File: src/hdl/ffsa_pkg.sv
// Shared codes and the control bundle of the first-fit segment allocator.
package ffsa_pkg;

    localparam logic CMD_ALLOC = 1'b0;
    localparam logic CMD_FREE  = 1'b1;

    localparam logic [2:0] ST_OK        = 3'd0;
    localparam logic [2:0] ST_BAD_SIZE  = 3'd1;
    localparam logic [2:0] ST_NO_FIT    = 3'd2;
    localparam logic [2:0] ST_FULL      = 3'd3;
    localparam logic [2:0] ST_NOT_FOUND = 3'd4;

    localparam int REQ_W  = 11;
    localparam int ADDR_W = 10;

    // Broadcast from the controller to every cell of the row.
    typedef struct packed {
        logic              search;
        logic              update;
        logic              split;
        logic              alloc;
        logic [REQ_W-1:0]  req;
        logic [ADDR_W-1:0] addr;
    } ffsa_ctl_t;

endpackage

File: src/hdl/first_fit_segment_allocator_top.sv
// Top level: request sequencer, first-match pick and the row of segment cells.
// Requests are registered on acceptance, match flags in the search state, the result and its done
// strobe in the update state. A new request can be accepted in the update state; the registered
// match flags of the cell row sit between the search cycle and the pick/shift-insert cycle.
// Reset (async, active low) leaves one free segment spanning the whole memory, usable at once.
// Results are shown for one cycle only; the receiver cannot stall them.
module first_fit_segment_allocator_top #(
    parameter int MEM_SIZE     = 1024,
    parameter int MAX_SEGMENTS = 16
) (
    input  logic        clk,
    input  logic        rst_n,
    input  logic        start,
    input  logic        cmd,
    input  logic [10:0] req_size,
    input  logic [9:0]  free_addr,
    output logic        busy,
    output logic        done,
    output logic [2:0]  status,
    output logic [9:0]  alloc_addr
);

    localparam int AW  = $clog2(MEM_SIZE);
    localparam int SW  = $clog2(MEM_SIZE + 1);
    localparam int N   = MAX_SEGMENTS;
    localparam int CW  = (SW > ffsa_pkg::REQ_W) ? SW : ffsa_pkg::REQ_W;

    localparam logic [1:0] S_IDLE = 2'd0;
    localparam logic [1:0] S_SRCH = 2'd1;
    localparam logic [1:0] S_UPD  = 2'd2;

    logic [1:0]  state_reg, state_next;
    logic        op_reg;
    logic [10:0] req_reg;
    logic [9:0]  addr_reg;
    logic        done_reg;
    logic [2:0]  status_reg, status_next;
    logic [9:0]  aaddr_reg, aaddr_next;
    logic        accept;

    ffsa_pkg::ffsa_ctl_t ctl;

    logic [AW-1:0] start_arr [N];
    logic [SW-1:0] size_arr  [N];
    logic [N-1:0]  alloc_vec, valid_vec, hit_vec, exact_vec;
    logic [N-1:0]  onehot, above;
    logic [AW-1:0] start_sel;
    logic          any_hit, exact_sel, full, bad_size, ok;

    assign accept = start && !busy;
    assign busy   = (state_reg == S_SRCH);

    always_comb
    begin
        state_next = state_reg;
        case (state_reg)
            S_IDLE:  if (accept) state_next = S_SRCH;
            S_SRCH:  state_next = S_UPD;
            S_UPD:   state_next = accept ? S_SRCH : S_IDLE;
            default: state_next = S_IDLE;
        endcase
    end

    // first match: lowest set bit, and the cells above it
    always_comb
    begin
        onehot  = hit_vec & (~hit_vec + N'(1));
        above   = ~(hit_vec ^ (hit_vec - N'(1)));
        any_hit = |hit_vec;
        exact_sel = |(onehot & exact_vec);
        full    = valid_vec[N-1];
        start_sel = '0;
        for (int i = 0; i < N; i++)
            if (onehot[i])
                start_sel = start_sel | start_arr[i];
    end

    always_comb
    begin
        bad_size    = (req_reg == 11'd0) || (CW'(req_reg) > CW'(MEM_SIZE));
        status_next = ffsa_pkg::ST_OK;
        aaddr_next  = '0;
        ok          = 1'b0;
        if (op_reg == ffsa_pkg::CMD_ALLOC)
        begin
            if (bad_size)
                status_next = ffsa_pkg::ST_BAD_SIZE;
            else if (!any_hit)
                status_next = ffsa_pkg::ST_NO_FIT;
            else if (!exact_sel && full)
                status_next = ffsa_pkg::ST_FULL;
            else
            begin
                ok         = 1'b1;
                aaddr_next = 10'(start_sel);
            end
        end
        else
        begin
            if (!any_hit)
                status_next = ffsa_pkg::ST_NOT_FOUND;
            else
                ok = 1'b1;
        end

        ctl.search = (state_reg == S_SRCH);
        ctl.update = (state_reg == S_UPD) && ok;
        ctl.split  = (op_reg == ffsa_pkg::CMD_ALLOC) && !exact_sel;
        ctl.alloc  = (op_reg == ffsa_pkg::CMD_ALLOC);
        ctl.req    = req_reg;
        ctl.addr   = addr_reg;
    end

    always_ff @(posedge clk or negedge rst_n)
    begin
        if (!rst_n)
        begin
            state_reg  <= S_IDLE;
            op_reg     <= ffsa_pkg::CMD_ALLOC;
            req_reg    <= '0;
            addr_reg   <= '0;
            done_reg   <= 1'b0;
            status_reg <= ffsa_pkg::ST_OK;
            aaddr_reg  <= '0;
        end
        else
        begin
            state_reg <= state_next;
            if (accept)
            begin
                op_reg   <= cmd;
                req_reg  <= req_size;
                addr_reg <= free_addr;
            end
            done_reg <= (state_reg == S_UPD);
            if (state_reg == S_UPD)
            begin
                status_reg <= status_next;
                aaddr_reg  <= aaddr_next;
            end
        end
    end

    genvar g;
    generate
        for (g = 0; g < N; g++)
        begin : g_cell
            logic          l_sel, l_above, l_alloc, l_valid;
            logic [AW-1:0] l_start;
            logic [SW-1:0] l_size;

            if (g == 0)
            begin : g_head
                assign l_sel   = 1'b0;
                assign l_above = 1'b0;
                assign l_alloc = 1'b0;
                assign l_valid = 1'b0;
                assign l_start = '0;
                assign l_size  = '0;
            end
            else
            begin : g_link
                assign l_sel   = onehot[g-1];
                assign l_above = above[g-1];
                assign l_alloc = alloc_vec[g-1];
                assign l_valid = valid_vec[g-1];
                assign l_start = start_arr[g-1];
                assign l_size  = size_arr[g-1];
            end

            ffsa_cell #(
                .MEM_SIZE (MEM_SIZE),
                .AW       (AW),
                .SW       (SW),
                .HEAD     (g == 0)
            ) u_cell (
                .clk        (clk),
                .rst_n      (rst_n),
                .ctl        (ctl),
                .sel        (onehot[g]),
                .left_sel   (l_sel),
                .left_above (l_above),
                .left_start (l_start),
                .left_size  (l_size),
                .left_alloc (l_alloc),
                .left_valid (l_valid),
                .seg_start  (start_arr[g]),
                .seg_size   (size_arr[g]),
                .seg_alloc  (alloc_vec[g]),
                .seg_valid  (valid_vec[g]),
                .hit        (hit_vec[g]),
                .exact      (exact_vec[g])
            );
        end
    endgenerate

    assign done       = done_reg;
    assign status     = status_reg;
    assign alloc_addr = aaddr_reg;

endmodule

File: src/hdl/ffsa_cell.sv
// One segment cell: holds a table entry, flags a match, shifts or splits on update.
module ffsa_cell #(
    parameter int  MEM_SIZE = 1024,
    parameter int  AW       = 10,
    parameter int  SW       = 11,
    parameter bit  HEAD     = 1'b0
) (
    input  logic               clk,
    input  logic               rst_n,
    input  ffsa_pkg::ffsa_ctl_t ctl,
    input  logic               sel,
    input  logic               left_sel,
    input  logic               left_above,
    input  logic [AW-1:0]      left_start,
    input  logic [SW-1:0]      left_size,
    input  logic               left_alloc,
    input  logic               left_valid,
    output logic [AW-1:0]      seg_start,
    output logic [SW-1:0]      seg_size,
    output logic               seg_alloc,
    output logic               seg_valid,
    output logic               hit,
    output logic               exact
);

    localparam int XW0 = (SW > ffsa_pkg::REQ_W) ? SW : ffsa_pkg::REQ_W;
    localparam int XW  = (XW0 > ffsa_pkg::ADDR_W) ? XW0 : ffsa_pkg::ADDR_W;

    logic [AW-1:0] start_reg, start_next;
    logic [SW-1:0] size_reg, size_next;
    logic          alloc_reg, alloc_next;
    logic          valid_reg, valid_next;
    logic          hit_reg, exact_reg;

    logic [XW-1:0] req_x, addr_x, start_x, size_x, lstart_x, lsize_x;
    logic          hit_c, exact_c;

    always_comb
    begin
        req_x    = XW'(ctl.req);
        addr_x   = XW'(ctl.addr);
        start_x  = XW'(start_reg);
        size_x   = XW'(size_reg);
        lstart_x = XW'(left_start);
        lsize_x  = XW'(left_size);

        exact_c = (size_x == req_x);
        if (ctl.alloc)
            hit_c = valid_reg && !alloc_reg && (size_x >= req_x);
        else
            hit_c = valid_reg && (start_x == addr_x);

        start_next = start_reg;
        size_next  = size_reg;
        alloc_next = alloc_reg;
        valid_next = valid_reg;
        if (ctl.update)
        begin
            if (sel)
            begin
                alloc_next = ctl.alloc;
                if (ctl.split)
                    size_next = SW'(req_x);
            end
            else if (ctl.split && left_sel)
            begin
                // remainder of the split segment on the left
                start_next = AW'(lstart_x + req_x);
                size_next  = SW'(lsize_x - req_x);
                alloc_next = 1'b0;
                valid_next = 1'b1;
            end
            else if (ctl.split && left_above)
            begin
                start_next = left_start;
                size_next  = left_size;
                alloc_next = left_alloc;
                valid_next = left_valid;
            end
        end
    end

    always_ff @(posedge clk or negedge rst_n)
    begin
        if (!rst_n)
        begin
            start_reg <= '0;
            size_reg  <= HEAD ? SW'(MEM_SIZE) : '0;
            alloc_reg <= 1'b0;
            valid_reg <= HEAD;
            hit_reg   <= 1'b0;
            exact_reg <= 1'b0;
        end
        else
        begin
            start_reg <= start_next;
            size_reg  <= size_next;
            alloc_reg <= alloc_next;
            valid_reg <= valid_next;
            if (ctl.search)
            begin
                hit_reg   <= hit_c;
                exact_reg <= exact_c;
            end
        end
    end

    assign seg_start = start_reg;
    assign seg_size  = size_reg;
    assign seg_alloc = alloc_reg;
    assign seg_valid = valid_reg;
    assign hit       = hit_reg;
    assign exact     = exact_reg;

endmodule

File: config.mk
export PLATFORM = sky130hd
export DESIGN_NAME = first_fit_segment_allocator_top
export DESIGN_NICKNAME = d
export VERILOG_FILES = /design/src/hdl/ffsa_pkg.sv /design/src/hdl/first_fit_segment_allocator_top.sv /design/src/hdl/ffsa_cell.sv
export SDC_FILE = /design/constraint.sdc
export NUM_CORES = 2
export LEC_CHECK = 0
export ABC_AREA = 1
export BUFFER_PORTS_ARGS = -buffer_cell sky130_fd_sc_hd__buf_2
export CAP_MARGIN = 20
export CORE_MARGIN = 2
export CORE_UTILIZATION = 35
export CTS_BUF_LIST = sky130_fd_sc_hd__clkbuf_16
export DETAILED_ROUTE_END_ITERATION = 7
export GPL_TIMING_DRIVEN = 1
export PLACE_DENSITY_LB_ADDON = 0.2
export SETUP_SLACK_MARGIN = 0.05
export SLEW_MARGIN = 10
export SYNTH_ARGS = -nofsm -noshare
export SYNTH_HDL_FRONTEND = slang
export SYNTH_SLANG_ARGS = --single-unit
File: constraint.sdc
create_clock -name clk -period 3.75 [get_ports clk]
set_clock_uncertainty 0.15 [all_clocks]
set_input_delay 0.75 -clock clk [delete_from_list [all_inputs] [get_ports clk]]
set_output_delay 0.75 -clock clk [all_outputs]
set_load 0.02 [all_outputs]
==> reports/qor.csv <==
metric;value;unit
number of flip-flops in the largest register;176;
Reg-to-Reg End;alloc_addr[4]$_DFFE_PN0P_;
asr flop ratio synth;100;%
DRT Pass-1 Iters;6;
Final Max Tran Viols;0;
Routed WL;171;mm
Syn-to-layout area delta;10.5;%
most used routing layer;met2;
Hold Path Origin;req_size[6];
yosys warns;0;
routability congestion estimate from global placement;1.01;
CTS tree;built;
CP Capture Type;flip-flop;
Gate Count Post-Synth;6278;
WP buf/inv;1;
Die X;346;µm
Synth Register Bits;427;
I/O Buffers;39;
grt ovf;0;
share of the synthesized area in the top cell type;26.1;%
logic gate share of total power;61.4;%
met2 Use GR;42.6;%
RSZ-0062 raised after global routing;true;
type of origin of the critical path;flip-flop;
min-delay worst type;in -> reg;
crit-path most repeated cell;nand2_1;
RR Startpoint;g_cell[2].u_cell.hit$_DFFE_PN0P_;
Site Rows;125;
cell with the most instances after synthesis;nand2_1;
n_diodes;0;
Die H;346;µm
Via density;5.52;
vias in the first global route;41202;
Initial Utilization;35.3;%
worst path cell trace;nor2_1 -> nand2_2 -> nor2_2 -> nand2_1 -> clkinv_1 -> nand2_1 -> o2111ai_1 -> nor2_1 -> nand2_1 -> o21ai_0 -> nand2_1;
worst reg2reg path depth;11;
CP required;4.17;ns
Highest Clock Rate;0.288;GHz
mapped cell area;40900;µm²
hold endpoint;req_reg[6]$_DFFE_PN0P_;
P_leak;23.0;nW
outcome;finished clean;
Crit Path Max Fanout;9;
slew margin rel.;23.2;%
Post-DP HPWL;124;mm
met1 Use GR;38.9;%
Crit path max-delay family;simple AND/OR/NAND/NOR gates;
final hold vios;0;
antenna violations before repair;1;
EDFF count, synth;0;
Distinct cells, synth;57;
nets;6599;
CTS Buf Count;56;
Clock Sinks;427;
measured slew at the worst slew-check pin;1.15;ns
Switch Pwr;0.0177;W
Mapped Nets;6637;
share of layout cells above drive strength 1;5.97;%
Final Cell Area;45200;µm²
maximum number of pins on one net before global-route repair;122;
power per cell area;720;nW/µm²
Post-CTS Setup Bufs;0;
Post-DP Area;43200;µm²
via count;43123;
R2R setup slack;0.27;ns
VDD IR max;0.840;mV
cell internal pwr;0.0149;W
sequential share of the synthesized area;26.1;%
Max clock buf depth;3;
Reg power frac;21.5;%
# IOs;40;
arrival time worst endpoint;3.90;ns
Setup violations, final;0;
CTS root buffer;clkbuf_16;
core area;116000;µm²
ys flop type;dfrtp_1;
Synth area leaders;dfrtp_1, nand2_1, ha_1;
Period minus WS final;3.48;ns
MaxCap Viol Count;0;
global-route wire length before repair;258;mm
Clk Latency, worst-skew pair;0.70;ns
drt initial violations;4488;
Reg clk slew, reported paths;0.06;ns
hold depth;3;
met3 Use GR;5.48;%
antenna-violating nets left;0;
Post-synth top cells;nand2_1, nand3_1, inv_1;
post-route clock period utilization;92.7;%
TNS Setup;0;ns
Clock Power Share;17.1;%
Die Area;120000;µm²
crit path kind;reg -> reg;
Crit. path cell count;11;
Total GRT Usage;27.9;%
Yosys top cell by area;dfrtp_1;
per-cell routed wire length;21.9;µm
DRC errors left;0;
max incr delay on CP;0.59;ns
switching share of power;54.3;%
Post-Syn Area per Cell;6.52;µm²
H-tree depth;2;
Worst path slowest cell;clkinv_1;
==> cells in the final DEF (no fill, tap or decap), types with 67 or more instances in the layout <==
| cell | instances |
|---|---|
| xor2_1 | 175 |
| nand2_1 | 2008 |
| o21ai_0 | 316 |
| inv_1 | 621 |
| nand3_1 | 652 |
| nor2_1 | 339 |
| o22ai_1 | 67 |
| nand4_1 | 218 |
| ha_1 | 305 |
| xnor2_1 | 92 |
| buf_4 | 154 |
| dfrtp_1 | 415 |
| nor3_1 | 86 |
| a21oi_1 | 284 |
==> area by class of cell <==
type / count / area [µm²]
Tap cell: 1524 / 1910
Timing Repair Buffer: 217 / 1830
Multi-Input combinational cell: 4900 / 26500
Clock inverter: 46 / 412
Fill cell: 12556 / 70800
Clock buffer: 56 / 1400
Inverter: 638 / 2400
Sequential cell: 427 / 10700
==> stage by stage <==
step / setup slack, ns / power, W / instances / util [%] / hold slack (ns)
CTS: 0.243 / 0.0321 / 7808 / 38.8 / 0.115
finish: 0.275 / 0.0326 / 7808 / 39.0 / 0.146
global placement: 0.324 / 0.0264 / 7705 / 37.3 / 0.311
detailed placement: 0.251 / 0.0264 / 7705 / 37.3 / 0.315
floorplan: 0.159 / 0.0198 / 6278 / - / 0.274
global route: 0.0355 / 0.0349 / 7808 / 39.0 / 0.170
==> power groups by stage <==
stage / registers (W) / logic [W] / clock network (W)
after CTS: 0.00697 / 0.0195 / 0.00566
after floorplan: 0.00656 / 0.0133 / 0
after global routing: 0.00711 / 0.0220 / 0.00582
after global placement: 0.00704 / 0.0193 / 0
after detailed placement: 0.00701 / 0.0194 / 0
final: 0.00702 / 0.0200 / 0.00556
==> cell families (layout without fill, tap and decap cells) <==
kind of cell,after synthesis,count (layout),synth area share [%]
fa+ha+maj,334,334,10.7
buf+inv,951,957,9.39
simple gates,3411,3411,35.8
compound gates,888,888,12.3
flops,427,427,26.1
xor+xnor,267,267,5.72
==> repair_timing <==
action                     4_1_cts  5_1_grt
setup endpoints to repair        0      202
hold buffers                     1        0
hold endpoints to repair        51        0
gates resized for setup          0       26
==> worst min-delay path, stage by stage <==
cell	delay [ns]
buf_2	0.07
nor2_1	0.03
a21oi_1	0.10
==> per-layer routing <==
metal / up-vias / part of all wire, % / routed length [µm]
met4: 4 / 3.9 / 6600
li1: 20825 / - / -
met2: 1763 / 42 / 72300
met5: - / 0.030 / 51
met3: 333 / 8.6 / 14600
met1: 20198 / 45 / 77100
==> worst max path at each step <==
stage / from / to
2_1_floorplan: req_reg[1]$_DFFE_PN0P_ / g_cell[9].u_cell.seg_size[1]$_DFFE_PN0P_
3_3_place_gp: g_cell[1].u_cell.hit$_DFFE_PN0P_ / g_cell[13].u_cell.seg_size[0]$_DFFE_PN0P_
3_5_place_dp: g_cell[1].u_cell.hit$_DFFE_PN0P_ / g_cell[13].u_cell.seg_size[6]$_DFFE_PN0P_
4_1_cts: g_cell[1].u_cell.hit$_DFFE_PN0P_ / g_cell[13].u_cell.seg_size[6]$_DFFE_PN0P_
5_1_grt: g_cell[1].u_cell.hit$_DFFE_PN0P_ / g_cell[10].u_cell.seg_start[6]$_DFFE_PN0P_
6_report: g_cell[2].u_cell.hit$_DFFE_PN0P_ / alloc_addr[4]$_DFFE_PN0P_
No activity file was read; power rests on OpenSTA's default activity.
